<file path="src/hdl/i2cmts_pkg.sv">
// Shared types and constants of the I2C master transaction sequencer.
package i2cmts_pkg;

	localparam int MAX_STEPS_DEF = 4;

	localparam logic [1:0] OP_WRITE   = 2'd0;
	localparam logic [1:0] OP_MEASURE = 2'd1;
	localparam logic [1:0] OP_EVENT   = 2'd2;

	localparam logic [1:0] CMD_NONE  = 2'd0;
	localparam logic [1:0] CMD_START = 2'd1;
	localparam logic [1:0] CMD_CONT  = 2'd2;
	localparam logic [1:0] CMD_STOP  = 2'd3;

	localparam logic [7:0] STATUS_MASK   = 8'hF8;
	localparam logic [7:0] ST_START      = 8'h08;
	localparam logic [7:0] ST_RESTART    = 8'h10;
	localparam logic [7:0] ST_ADDR_W_ACK = 8'h18;
	localparam logic [7:0] ST_DATA_ACK   = 8'h28;
	localparam logic [7:0] ST_ADDR_R_ACK = 8'h40;

	localparam logic [7:0] REG_MEAS_HI = 8'h02;
	localparam logic [7:0] REG_MEAS_LO = 8'h03;
	localparam logic [7:0] READ_BIT    = 8'h01;

	localparam logic [3:0] PH_IDLE       = 4'd0;
	localparam logic [3:0] PH_WAIT_START = 4'd1;
	localparam logic [3:0] PH_SEND_ADDR  = 4'd2;
	localparam logic [3:0] PH_ADDR_W     = 4'd3;
	localparam logic [3:0] PH_ADDR_R     = 4'd4;
	localparam logic [3:0] PH_SEND_DATA  = 4'd5;
	localparam logic [3:0] PH_DATA_ACK   = 4'd6;
	localparam logic [3:0] PH_STOP       = 4'd7;
	localparam logic [3:0] PH_RESTART    = 4'd8;
	localparam logic [3:0] PH_READ       = 4'd9;

	typedef struct packed {
		logic [1:0]  op;
		logic [7:0]  slave_address;
		logic [7:0]  register_index;
		logic [7:0]  data_byte;
		logic [7:0]  bus_status;
		logic [7:0]  rx_byte;
	} item_t;

	typedef struct packed {
		logic [1:0]  bus_command;
		logic        tx_valid;
		logic [7:0]  tx_byte;
		logic        write_done;
		logic        read_done;
		logic [15:0] read_value;
	} res_t;

endpackage

</file>
<file path="src/hdl/i2cmts_decide.sv">
// Combinational decision logic: next sequencer state and the result of one item.
module i2cmts_decide #(
	parameter int MAX_STEPS = i2cmts_pkg::MAX_STEPS_DEF,
	localparam int IDX_W = $clog2(MAX_STEPS)
) (
	input  i2cmts_pkg::item_t          item,
	input  logic [3:0]                 phase,
	input  logic [IDX_W-1:0]           step_index,
	input  logic [7:0]                 target_address,
	input  logic [MAX_STEPS-1:0]       is_read,
	input  logic [MAX_STEPS-1:0]       is_last,
	input  logic [MAX_STEPS-1:0][7:0]  tx_bytes,
	input  logic [MAX_STEPS-1:0][7:0]  rx_bytes,
	input  logic [15:0]                last_read_value,
	output logic [3:0]                 phase_nxt,
	output logic [IDX_W-1:0]           step_index_nxt,
	output logic [7:0]                 target_address_nxt,
	output logic [MAX_STEPS-1:0]       is_read_nxt,
	output logic [MAX_STEPS-1:0]       is_last_nxt,
	output logic [MAX_STEPS-1:0][7:0]  tx_bytes_nxt,
	output logic                       rx_we,
	output i2cmts_pkg::res_t           res
);
	import i2cmts_pkg::*;

	logic [7:0]       st;
	logic [IDX_W-1:0] k;
	logic [IDX_W-1:0] k_adv;
	logic [7:0]       rx_hi;
	logic [7:0]       rx_lo;

	assign st = item.bus_status & STATUS_MASK;
	assign k = step_index;
	assign k_adv = (k == IDX_W'(MAX_STEPS - 1)) ? '0 : k + IDX_W'(1);

	// Bytes of steps 1 and 3 as they stand after this event's write.
	always_comb begin
		rx_hi = 8'h00;
		rx_lo = 8'h00;
		for (int i = 0; i < MAX_STEPS; i++) begin
			if (i == 1) begin
				rx_hi = (k == IDX_W'(i)) ? item.rx_byte : rx_bytes[i];
			end
			if (i == 3) begin
				rx_lo = (k == IDX_W'(i)) ? item.rx_byte : rx_bytes[i];
			end
		end
	end

	always_comb begin
		phase_nxt = phase;
		step_index_nxt = step_index;
		target_address_nxt = target_address;
		is_read_nxt = is_read;
		is_last_nxt = is_last;
		tx_bytes_nxt = tx_bytes;
		rx_we = 1'b0;
		res = '0;
		res.read_value = last_read_value;

		if (item.op == OP_WRITE) begin
			phase_nxt = PH_WAIT_START;
			target_address_nxt = item.slave_address;
			res.bus_command = CMD_START;
			for (int i = 0; i < MAX_STEPS; i++) begin
				if (i == 0) begin
					is_read_nxt[i] = 1'b0;
					is_last_nxt[i] = 1'b0;
					tx_bytes_nxt[i] = item.register_index;
				end else if (i == 1) begin
					is_read_nxt[i] = 1'b0;
					is_last_nxt[i] = 1'b1;
					tx_bytes_nxt[i] = item.data_byte;
				end
			end
		end else if (item.op == OP_MEASURE) begin
			phase_nxt = PH_WAIT_START;
			target_address_nxt = item.slave_address;
			res.bus_command = CMD_START;
			for (int i = 0; i < MAX_STEPS; i++) begin
				if (i == 0) begin
					is_read_nxt[i] = 1'b0;
					is_last_nxt[i] = 1'b0;
					tx_bytes_nxt[i] = REG_MEAS_HI;
				end else if (i == 1) begin
					is_read_nxt[i] = 1'b1;
					is_last_nxt[i] = 1'b0;
				end else if (i == 2) begin
					is_read_nxt[i] = 1'b0;
					is_last_nxt[i] = 1'b0;
					tx_bytes_nxt[i] = REG_MEAS_LO;
				end else if (i == 3) begin
					is_read_nxt[i] = 1'b1;
					is_last_nxt[i] = 1'b1;
				end
			end
		end else if (item.op == OP_EVENT) begin
			unique case (phase)
				PH_IDLE: begin
					res.bus_command = CMD_START;
					phase_nxt = PH_WAIT_START;
				end
				PH_WAIT_START: begin
					phase_nxt = (st == ST_START || st == ST_RESTART) ? PH_SEND_ADDR : PH_IDLE;
				end
				PH_SEND_ADDR: begin
					res.tx_valid = 1'b1;
					res.bus_command = CMD_CONT;
					if (is_read[k]) begin
						res.tx_byte = target_address | READ_BIT;
						phase_nxt = PH_ADDR_R;
					end else begin
						res.tx_byte = target_address;
						phase_nxt = PH_ADDR_W;
					end
				end
				PH_ADDR_W: begin
					res.bus_command = CMD_CONT;
					phase_nxt = (st == ST_ADDR_W_ACK) ? PH_SEND_DATA : PH_SEND_ADDR;
				end
				PH_ADDR_R: begin
					res.bus_command = CMD_CONT;
					phase_nxt = (st == ST_ADDR_R_ACK) ? PH_READ : PH_SEND_ADDR;
				end
				PH_SEND_DATA: begin
					res.tx_valid = 1'b1;
					res.tx_byte = tx_bytes[k];
					res.bus_command = CMD_CONT;
					phase_nxt = PH_DATA_ACK;
				end
				PH_DATA_ACK: begin
					res.bus_command = CMD_CONT;
					if (st != ST_DATA_ACK) begin
						phase_nxt = PH_SEND_DATA;
					end else if (is_last[k]) begin
						phase_nxt = PH_STOP;
						res.write_done = 1'b1;
					end else begin
						phase_nxt = PH_RESTART;
						step_index_nxt = k_adv;
					end
				end
				PH_STOP: begin
					res.bus_command = CMD_STOP;
					phase_nxt = PH_IDLE;
					step_index_nxt = '0;
				end
				PH_RESTART: begin
					res.bus_command = CMD_START;
					phase_nxt = PH_WAIT_START;
				end
				PH_READ: begin
					rx_we = 1'b1;
					res.bus_command = CMD_CONT;
					if (is_last[k]) begin
						phase_nxt = PH_STOP;
						res.read_value = {rx_hi, rx_lo};
						res.read_done = 1'b1;
					end else begin
						phase_nxt = PH_RESTART;
						step_index_nxt = k_adv;
					end
				end
				default: begin
				end
			endcase
		end
	end

endmodule

</file>
<file path="src/hdl/i2cmts_outq.sv">
// Two-entry result buffer: output register plus skid register.
module i2cmts_outq (
	input  logic              clk,
	input  logic              arst_n,
	input  logic              push,
	input  i2cmts_pkg::res_t  push_data,
	output logic              full,
	output logic              out_valid,
	input  logic              out_stall,
	output i2cmts_pkg::res_t  out_data
);
	import i2cmts_pkg::*;

	logic main_valid_q;
	logic skid_valid_q;
	res_t main_q;
	res_t skid_q;
	logic pop;

	assign pop = main_valid_q & ~out_stall;
	assign full = skid_valid_q;
	assign out_valid = main_valid_q;
	assign out_data = main_q;

	always_ff @(posedge clk or negedge arst_n) begin
		if (!arst_n) begin
			main_valid_q <= 1'b0;
			skid_valid_q <= 1'b0;
		end else if (pop || !main_valid_q) begin
			// The skid entry is older than anything arriving now; it never
			// coexists with a push because a full skid stalls the input.
			if (skid_valid_q) begin
				main_valid_q <= 1'b1;
				skid_valid_q <= 1'b0;
			end else begin
				main_valid_q <= push;
			end
		end else if (push) begin
			skid_valid_q <= 1'b1;
		end
	end

	always_ff @(posedge clk) begin
		if (pop || !main_valid_q) begin
			main_q <= skid_valid_q ? skid_q : push_data;
		end else if (push) begin
			skid_q <= push_data;
		end
	end

endmodule

</file>
<file path="src/hdl/i2c_master_transaction_sequencer.sv">
// Top level of the I2C master transaction sequencer.
//
// One input channel (in_valid / in_stall) carries commands and bus events:
// op 0 loads a register-write plan, op 1 a two-register measurement plan,
// op 2 reports a bus controller event with its status and received byte.
// Every accepted input beat produces exactly one output beat on the result
// channel (out_valid / out_stall) with the bus command, the byte to send,
// the done pulses and the held 16-bit measurement value.
// The sequencer state is updated and the result is registered at the
// edge that accepts the input beat. One beat is taken per cycle while
// in_stall is low; the decision logic feeding the output register is
// combinational.
// A stalled result waits in the output register while one more beat is
// taken into a skid register; in_stall rises only when both are occupied
// and falls the cycle after the receiver takes a beat.
// Reset clears the phase, step counter, target address, plan flags, the
// measurement value and the valid flags of both result registers. Plan
// bytes have no reset.
module i2c_master_transaction_sequencer #(
	parameter int MAX_STEPS = i2cmts_pkg::MAX_STEPS_DEF
) (
	input  logic        clk,
	input  logic        arst_n,
	input  logic        in_valid,
	output logic        in_stall,
	input  logic [1:0]  op,
	input  logic [7:0]  slave_address,
	input  logic [7:0]  register_index,
	input  logic [7:0]  data_byte,
	input  logic [7:0]  bus_status,
	input  logic [7:0]  rx_byte,
	output logic        out_valid,
	input  logic        out_stall,
	output logic [1:0]  bus_command,
	output logic        tx_valid,
	output logic [7:0]  tx_byte,
	output logic        write_done,
	output logic        read_done,
	output logic [15:0] read_value
);
	import i2cmts_pkg::*;

	localparam int IDX_W = $clog2(MAX_STEPS);

	logic [3:0]                phase_q;
	logic [IDX_W-1:0]          step_index_q;
	logic [7:0]                target_address_q;
	logic [MAX_STEPS-1:0]      is_read_q;
	logic [MAX_STEPS-1:0]      is_last_q;
	logic [MAX_STEPS-1:0][7:0] tx_bytes_q;
	logic [MAX_STEPS-1:0][7:0] rx_bytes_q;
	logic [15:0]               last_read_value_q;

	logic [3:0]                phase_nxt;
	logic [IDX_W-1:0]          step_index_nxt;
	logic [7:0]                target_address_nxt;
	logic [MAX_STEPS-1:0]      is_read_nxt;
	logic [MAX_STEPS-1:0]      is_last_nxt;
	logic [MAX_STEPS-1:0][7:0] tx_bytes_nxt;
	logic                      rx_we;

	item_t item;
	res_t  res;
	res_t  out_data;
	logic  accept;
	logic  full;

	assign item = '{op: op, slave_address: slave_address, register_index: register_index,
		data_byte: data_byte, bus_status: bus_status, rx_byte: rx_byte};
	assign in_stall = full;
	assign accept = in_valid & ~full;

	i2cmts_decide #(
		.MAX_STEPS(MAX_STEPS)
	) u_decide (
		.item               (item),
		.phase              (phase_q),
		.step_index         (step_index_q),
		.target_address     (target_address_q),
		.is_read            (is_read_q),
		.is_last            (is_last_q),
		.tx_bytes           (tx_bytes_q),
		.rx_bytes           (rx_bytes_q),
		.last_read_value    (last_read_value_q),
		.phase_nxt          (phase_nxt),
		.step_index_nxt     (step_index_nxt),
		.target_address_nxt (target_address_nxt),
		.is_read_nxt        (is_read_nxt),
		.is_last_nxt        (is_last_nxt),
		.tx_bytes_nxt       (tx_bytes_nxt),
		.rx_we              (rx_we),
		.res                (res)
	);

	always_ff @(posedge clk or negedge arst_n) begin
		if (!arst_n) begin
			phase_q <= PH_IDLE;
			step_index_q <= '0;
			target_address_q <= '0;
			is_read_q <= '0;
			is_last_q <= '0;
			last_read_value_q <= '0;
		end else if (accept) begin
			phase_q <= phase_nxt;
			step_index_q <= step_index_nxt;
			target_address_q <= target_address_nxt;
			is_read_q <= is_read_nxt;
			is_last_q <= is_last_nxt;
			last_read_value_q <= res.read_value;
		end
	end

	always_ff @(posedge clk) begin
		if (accept) begin
			tx_bytes_q <= tx_bytes_nxt;
			if (rx_we) begin
				rx_bytes_q[step_index_q] <= rx_byte;
			end
		end
	end

	i2cmts_outq u_outq (
		.clk       (clk),
		.arst_n    (arst_n),
		.push      (accept),
		.push_data (res),
		.full      (full),
		.out_valid (out_valid),
		.out_stall (out_stall),
		.out_data  (out_data)
	);

	assign bus_command = out_data.bus_command;
	assign tx_valid = out_data.tx_valid;
	assign tx_byte = out_data.tx_byte;
	assign write_done = out_data.write_done;
	assign read_done = out_data.read_done;
	assign read_value = out_data.read_value;

endmodule

</file>
<file path="config.mk">
export PLATFORM = sky130hd
export DESIGN_NAME = i2c_master_transaction_sequencer
export DESIGN_NICKNAME = d
export VERILOG_FILES = /design/src/hdl/i2cmts_pkg.sv /design/src/hdl/i2cmts_decide.sv /design/src/hdl/i2cmts_outq.sv /design/src/hdl/i2c_master_transaction_sequencer.sv
export SDC_FILE = /design/constraint.sdc
export NUM_CORES = 1
export LEC_CHECK = 0
export BUFFER_PORTS_ARGS = -buffer_cell sky130_fd_sc_hd__buf_2
export CAP_MARGIN = 20
export CORE_ASPECT_RATIO = 1.1
export CORE_MARGIN = 2
export CORE_UTILIZATION = 41
export CTS_CLUSTER_SIZE = 14
export DETAILED_ROUTE_END_ITERATION = 8
export HOLD_SLACK_MARGIN = 0.02
export PLACE_DENSITY = 0.56
export SLEW_MARGIN = 15
export SYNTH_ARGS = -nofsm -noshare
export SYNTH_HDL_FRONTEND = slang
export SYNTH_SLANG_ARGS = --single-unit
export TNS_END_PERCENT = 50
</file>
<file path="constraint.sdc">
create_clock -name clk -period 3.2 [get_ports clk]
set_input_delay 0.48 -clock clk [delete_from_list [all_inputs] [get_ports clk]]
set_output_delay 0.48 -clock clk [all_outputs]
set_load 0.05 [all_outputs]
</file>
==> key figures, run 1 <==
Timing
  • Clk_skew: approximately 0.0077 ns
  • Unrepaired setup endpoints after global routing: false
  • Final hold vios: 0
  • Fin crit share: roughly three quarters
  • Final setup vio count: 0
  • Max-slew violation count: 0
  • Max Clk Rate: just over 400 MHz
  • Final setup TNS: 0 ns
  • Slew Limit Headroom: 37.2%
  • Slew @ Worst Pin: between 0.9 and 1 ns
  • Crit path time final: approximately 2.4 ns
  • Setup ws final: 0.784 ns

Clocking
  • Clock Sinks: 125
  • H-tree depth: 4
  • Post-cts sizing count: 0
  • Clock slew at reported path FFs: around 0.060 ns
  • TritonCTS buffer count: 17
  • CTS Buffer Depth: 2
  • Hold Buf Count CTS: 0
  • Post-CTS Setup Inserts: 0
  • Clock Tree Root: clkbuf_16
  • Skew-Pair Late Insertion Delay: ~0.42 ns
  • CTS tree: built

Setup path
  • Reg2Reg Depth: 4
  • Setup CP Type: reg -> out
  • Crit-path max FO: 44
  • Critical Path RT: 2.72 ns
  • Reg2Reg Setup Slack: slightly below 1 ns
  • Setup crit end kind: output port
  • Crit path launch: u_outq.full
  • CP endpoint: in_stall
  • Arrival @ worst endpoint: roughly 1.9 ns
  • Critical path launch point type: flop
  • R2r endpoint: u_outq.out_data[0]
  • R2r startpoint: phase_q[3]

Finish
  • Nets: about 560
  • ANT cells: 0
  • Synth-to-Final Area Change: 19.7%
  • Layout cells sized above 1: a little over a quarter

Synth
  • Ys flop type: edfxtp_1
  • List of most frequent post-synthesis cells: edfxtp_1, nand2_1, nor2_1
  • YS warnings: 0
  • Top-area cell type share of the netlist area: 47.6%
  • #FFs+latches synth: ~130
  • Synth top area cells: edfxtp_1, dfrtp_1, mux2_2
  • Netlist cell types: between 50 and 60
  • Post-Syn Area: approximately 0.0057 mm^2
  • Synth area leader: edfxtp_1
  • Net Count, Synth: around 500
  • Avg Inst Size Synth: 12.8 um^2
  • Number of synthesized flops with an enable pin: 90
  • Synth async-reset ratio: between 20% and 30%
  • Cells after Synth: 444
  • Most common cell in the netlist: edfxtp_1
  • Sequential share of the synthesized area: between 60% and 70%

Power
  • VDD IR max: ~290 uV
  • Power density over cell area: between 600 and 700 mW/mm^2
  • Lkg Pwr: 2.53 nW

Global routing
  • Global Route Usage Sum: between 10% and 20%
  • Initial antenna violation count: 0
  • Pin count of the biggest net entering global routing: 67
  • First-pass GRT wire length: 18600 um
  • Vias in the first global route: 3608
  • Total grt overflow: 0

Floorplanning
  • Num ports: a little under 80
  • CORE AREA: between 0.01 and 0.015 mm^2
  • Die width: between 100 and 150 um
  • Std cell rows: 45
  • Die height: approximately 130 um
  • Die area: about 0.015 mm^2
  • Starting Density: roughly 41%

Worst hold path
  • Hold Crit Class: in -> async

Place
  • GP Congestion: slightly below 0.8
  • Final HPWL DP: between 7000 and 8000 um
  • IO Port Bufs: 73
  • Place WS: about 1.0 ns

Route
  • Final WL: between 10000 and 15000 um
  • Initial drt markers: around 190
  • Vias per Instance: approximately 5.2
  • Number of remaining DRC errors: 0
  • Via Count: 3719
  • Drt first pass iters: 4
  • Final ANT Viol Nets: 0
  • WL/cell: 15.8 um

Job
  • Number of max-cap violations: 0

Run status
  • Status: finished clean
## cells in the final DEF (no fill, tap or decap), drive strengths merged, types with 16 or more instances in the layout
cell type	count
mux2i	16
mux2	23
edfxtp	90
nor2	38
a21oi	24
buf	82
clkbuf	18
o21ai	22
dfrtp	35
nand3b	17
o311ai	17
nand2	43
## cells by family after synthesis
| family | Yosys count | synth area share [%] |
|---|---|---|
| AND/OR/NAND/NOR | 144 | 14.0 |
| flip-flops | 125 | 63.1 |
| AO/OA/AOI/OAI | 96 | 11.9 |
| multiplexers | 39 | 7.45 |
| buffers and inverters | 37 | 2.96 |
| adder cells (fa/ha/maj) | 2 | 0.441 |
| XOR/XNOR | 1 | 0.154 |
## metrics by stage
stage          util, %  hold WS, ns  total power, mW  instances  cell area [um^2]
2_1_floorplan        -        0.184             2.19        444              5670
3_3_place_gp      45.3        0.464             2.32        682              6200
3_5_place_dp      45.3        0.471             2.32        682              6200
4_1_cts           49.6        0.213             4.20        714              6790
5_1_grt           49.6        0.220             4.30        714              6790
6_report          49.6        0.209             4.15        714              6790
## critical path, stage by stage (launching register included)
cell and delay (ns):
dfrtp_2 0.69, buf_4 0.47, buf_2 0.34
## worst min path at each step
stage            startpoint              to  slack [ns]  cells after the start
2_1_floorplan        arst_n    is_last_q[1]        0.18                      0
3_3_place_gp   is_last_q[3]    is_last_q[3]        0.46                      1
3_5_place_dp   is_last_q[3]    is_last_q[3]        0.47                      1
4_1_cts        data_byte[1]   tx_bytes_q[9]        0.21                      1
5_1_grt        data_byte[6]  tx_bytes_q[14]        0.22                      1
6_report             arst_n      phase_q[1]        0.21                      1
## where the power goes
group | leakage (nW) | internal (mW) | switching (mW)
logic | 0.929 | 0.130 | 0.271
registers | 1.32 | 1.83 | 0.0517
clock network | 0.278 | 1.16 | 0.697
total | 2.53 | 3.13 | 1.02
## layout make-up
type	count	area, um^2
well taps	188	235
clock buffers	18	439
multi-input cells	282	1940
fillers	1242	6890
flip-flops and latches	125	3580
inverters	5	18.8
repair buffers	82	433
clock inverters	14	145
## flip-flops by register name, summed over array words and instances, names as in the netlist, 4 cells and up
| signal | count |
|---|---|
| rx_bytes_q | 16 |
| u_outq.out_data | 29 |
| target_address_q | 8 |
| tx_bytes_q | 16 |
| phase_q | 4 |
| last_read_value_q | 16 |
| u_outq.skid_q | 29 |
## per-layer routing
| layer | share of wire, % | track usage (%) | up-vias |
|---|---|---|---|
| met5 | 0 | 0 | - |
| met4 | 1.5 | 5.88 | 0 |
| met3 | 4.0 | 4.46 | 17 |
| met2 | 48 | 26.3 | 91 |
| met1 | 46 | 22.1 | 1792 |
| li1 | - | - | 1819 |
No activity file was read; power rests on OpenSTA's default activity.
==> run 2, diff against run 1 <==
PLACE_DENSITY = 0.58   (was 0.56)
clock period = 1.95 ns   (was 3.2 ns; I/O delays follow)
==> key figures, run 2 (synthesis gave the netlist of run 1 again) <==
Route
  • WL/cell: around 16 um
  • Final WL: around 12000 um
  • Final ANT Viol Nets: 0
  • Vias per Instance: 5.19
  • Via Count: 3802
  • Drt first pass iters: 4
  • Initial drt markers: between 200 and 250
  • Number of remaining DRC errors: 0

Timing
  • Final setup vio count: 0
  • Max Clk Rate: about 540 MHz
  • Unrepaired setup endpoints after global routing: false
  • Final hold vios: 0
  • Final setup TNS: 0 ns
  • Crit path time final: 1.85 ns
  • Fin crit share: a little over nine tenths
  • Slew @ Worst Pin: between 0.5 and 0.6 ns
  • Slew Limit Headroom: 62.4%
  • Hold Slack: between 0.04 and 0.05 ns
  • Max-slew violation count: 0
  • Clk_skew: 0.00690 ns

Global routing
  • Initial antenna violation count: 0
  • Pin count of the biggest net entering global routing: between 70 and 80
  • First-pass GRT wire length: 18900 um
  • Vias in the first global route: around 3.6k
  • Global Route Usage Sum: around 17%
  • Total grt overflow: 0

Place
  • GP Congestion: between 0.8 and 0.9
  • IO Port Bufs: 73
  • Final HPWL DP: around 7800 um

Job
  • Number of max-cap violations: 0

Clocking
  • Skew-Pair Late Insertion Delay: between 0.4 and 0.5 ns
  • H-tree depth: 4
  • Clock slew at reported path FFs: ~0.060 ns
  • CTS tree: built
  • Post-CTS Setup Inserts: 0
  • TritonCTS buffer count: 17
  • Clock Tree Root: clkbuf_16
  • CTS Buffer Depth: 2
  • Clock Sinks: 125

Setup path
  • Reg2Reg Setup Slack: ~0.10 ns
  • Setup crit end kind: flop
  • R2r startpoint: phase_q[2]
  • Crit-path cells: buf_4, or3b_1, or4b_1, o211ai_2, a221o_1
  • Slowest cell on crit path: or4b_1
  • R2r endpoint: phase_q[2]
  • Crit-path max FO: 15
  • Critical path launch point type: flop
  • Reg2Reg Depth: 5
  • Critical Path RT: between 2 and 2.5 ns
  • Setup CP Type: reg -> reg
  • CP max stage delay: roughly 0.54 ns
  • Arrival @ worst endpoint: ~2.2 ns

Worst hold path
  • Hold depth: 1
  • Min-delay src: data_byte[7]
  • Hold Crit Class: in -> reg
  • Hold Crit Endpoint: tx_bytes_q[15]

Power
  • Switching pwr: 1.65 mW
  • Power density over cell area: around 1000 mW/mm^2
  • VDD IR max: 524 uV
  • Comb pwr share: about a tenth
  • Sequential Power Share: 43.3%
  • Internal: between 5 and 6 mW
  • Lkg Pwr: around 2.7 nW
  • Clock share of power: between 40% and 50%
  • Sw frac: about a quarter

Floorplanning
  • Num ports: 77
  • Die height: between 100 and 150 um
  • CORE AREA: around 0.014 mm^2
  • Die width: approximately 120 um
  • Starting Density: 41.5%
  • Die area: about 0.015 mm^2
  • Std cell rows: between 40 and 50

Finish
  • Nets: between 500 and 600
  • Commonest cells after routing, fill and taps aside: edfxtp_1, buf_2, nand2_1
  • Layout fillers: between 1k and 1.5k
  • Synth-to-Final Area Change: 24.8%
  • ANT cells: 0
  • Layout cells sized above 1: ~30%
  • Most common cell after layout, fill and taps aside: edfxtp_1

Run status
  • Status: finished clean
[run 2: changes by cell type in the layout (fill, tap and decap cells not counted), sizes merged]
cell         previous run  this run
clkinvlp                4         3
clkinv                  7         5
bufinv                  2         4
inv                     6         5
buf                    82       100
clkbuf                 18        20
dlygate4sd3             0         1
[run 2: power by group through the flow]
stage / clock [mW] / sequential [mW] / combinational, mW
6_report: 3.27 / 3.06 / 0.727
5_1_grt: 3.47 / 3.07 / 0.785
4_1_cts: 3.33 / 3.06 / 0.733
3_5_place_dp: 0 / 3.11 / 0.728
3_3_place_gp: 0 / 3.11 / 0.719
2_1_floorplan: 0 / 3.30 / 0.294
[run 2: worst max path at each step]
stage | from | endpoint | slack [ns] | depth (start not counted)
after global routing | phase_q[2] | u_outq.out_data[10] | 0.002 | 5
after CTS | phase_q[2] | u_outq.out_data[10] | 0.02 | 5
final | phase_q[2] | phase_q[2] | 0.10 | 5
after global placement | phase_q[2] | u_outq.out_data[5] | 0.13 | 5
after detailed placement | phase_q[2] | u_outq.out_data[5] | 0.06 | 5
after floorplan | u_outq.full | tx_bytes_q[10] | -0.12 | 3
[run 2: worst max-delay path: cells and delay by family, from the launching register on]
family | cells | cell delay [ns]
simple gates | 2 | 0.93
buf+inv | 1 | 0.19
compound gates | 2 | 0.28
flops | 1 | 0.38
[run 2: cell type report]
type,instances,area [um^2],area share (%)
sequential,125,3580,50.6
multi-input combinational,282,1970,27.8
timing repair buffer,101,657,9.28
clock buffer,20,447,6.31
tap,188,235,3.32
clock inverter,12,171,2.42
inverter,5,18.8,0.265
[run 2: what timing repair did]
item,4_1_cts,5_1_grt
hold buffers,1,0
resized for setup,1,3
gates cloned,0,0
endpoints found under the hold margin,16,0
setup endpoints to repair,1,9
[run 2: per-layer routing]
layer / vias up / track usage [%] / wire length [um]
li1: 1860 / - / -
met1: 1848 / 22.8 / 5370
met2: 79 / 26.6 / 5750
met3: 15 / 4.98 / 418
met4: 0 / 6.09 / 178
met5: - / 0 / 0
[run 2: through the flow]
step                worst slack (ns)  cell area, um^2  std cells  total power, mW  util, %
floorplan                     -0.118             5690        444             3.60        -
global placement               0.130             6430        700             3.82     47.0
detailed placement            0.0592             6430        700             3.84     47.0
CTS                           0.0214             7060        733             7.13     51.6
global route                 0.00183             7080        733             7.33     51.7
finish                         0.100             7080        733             7.06     51.7
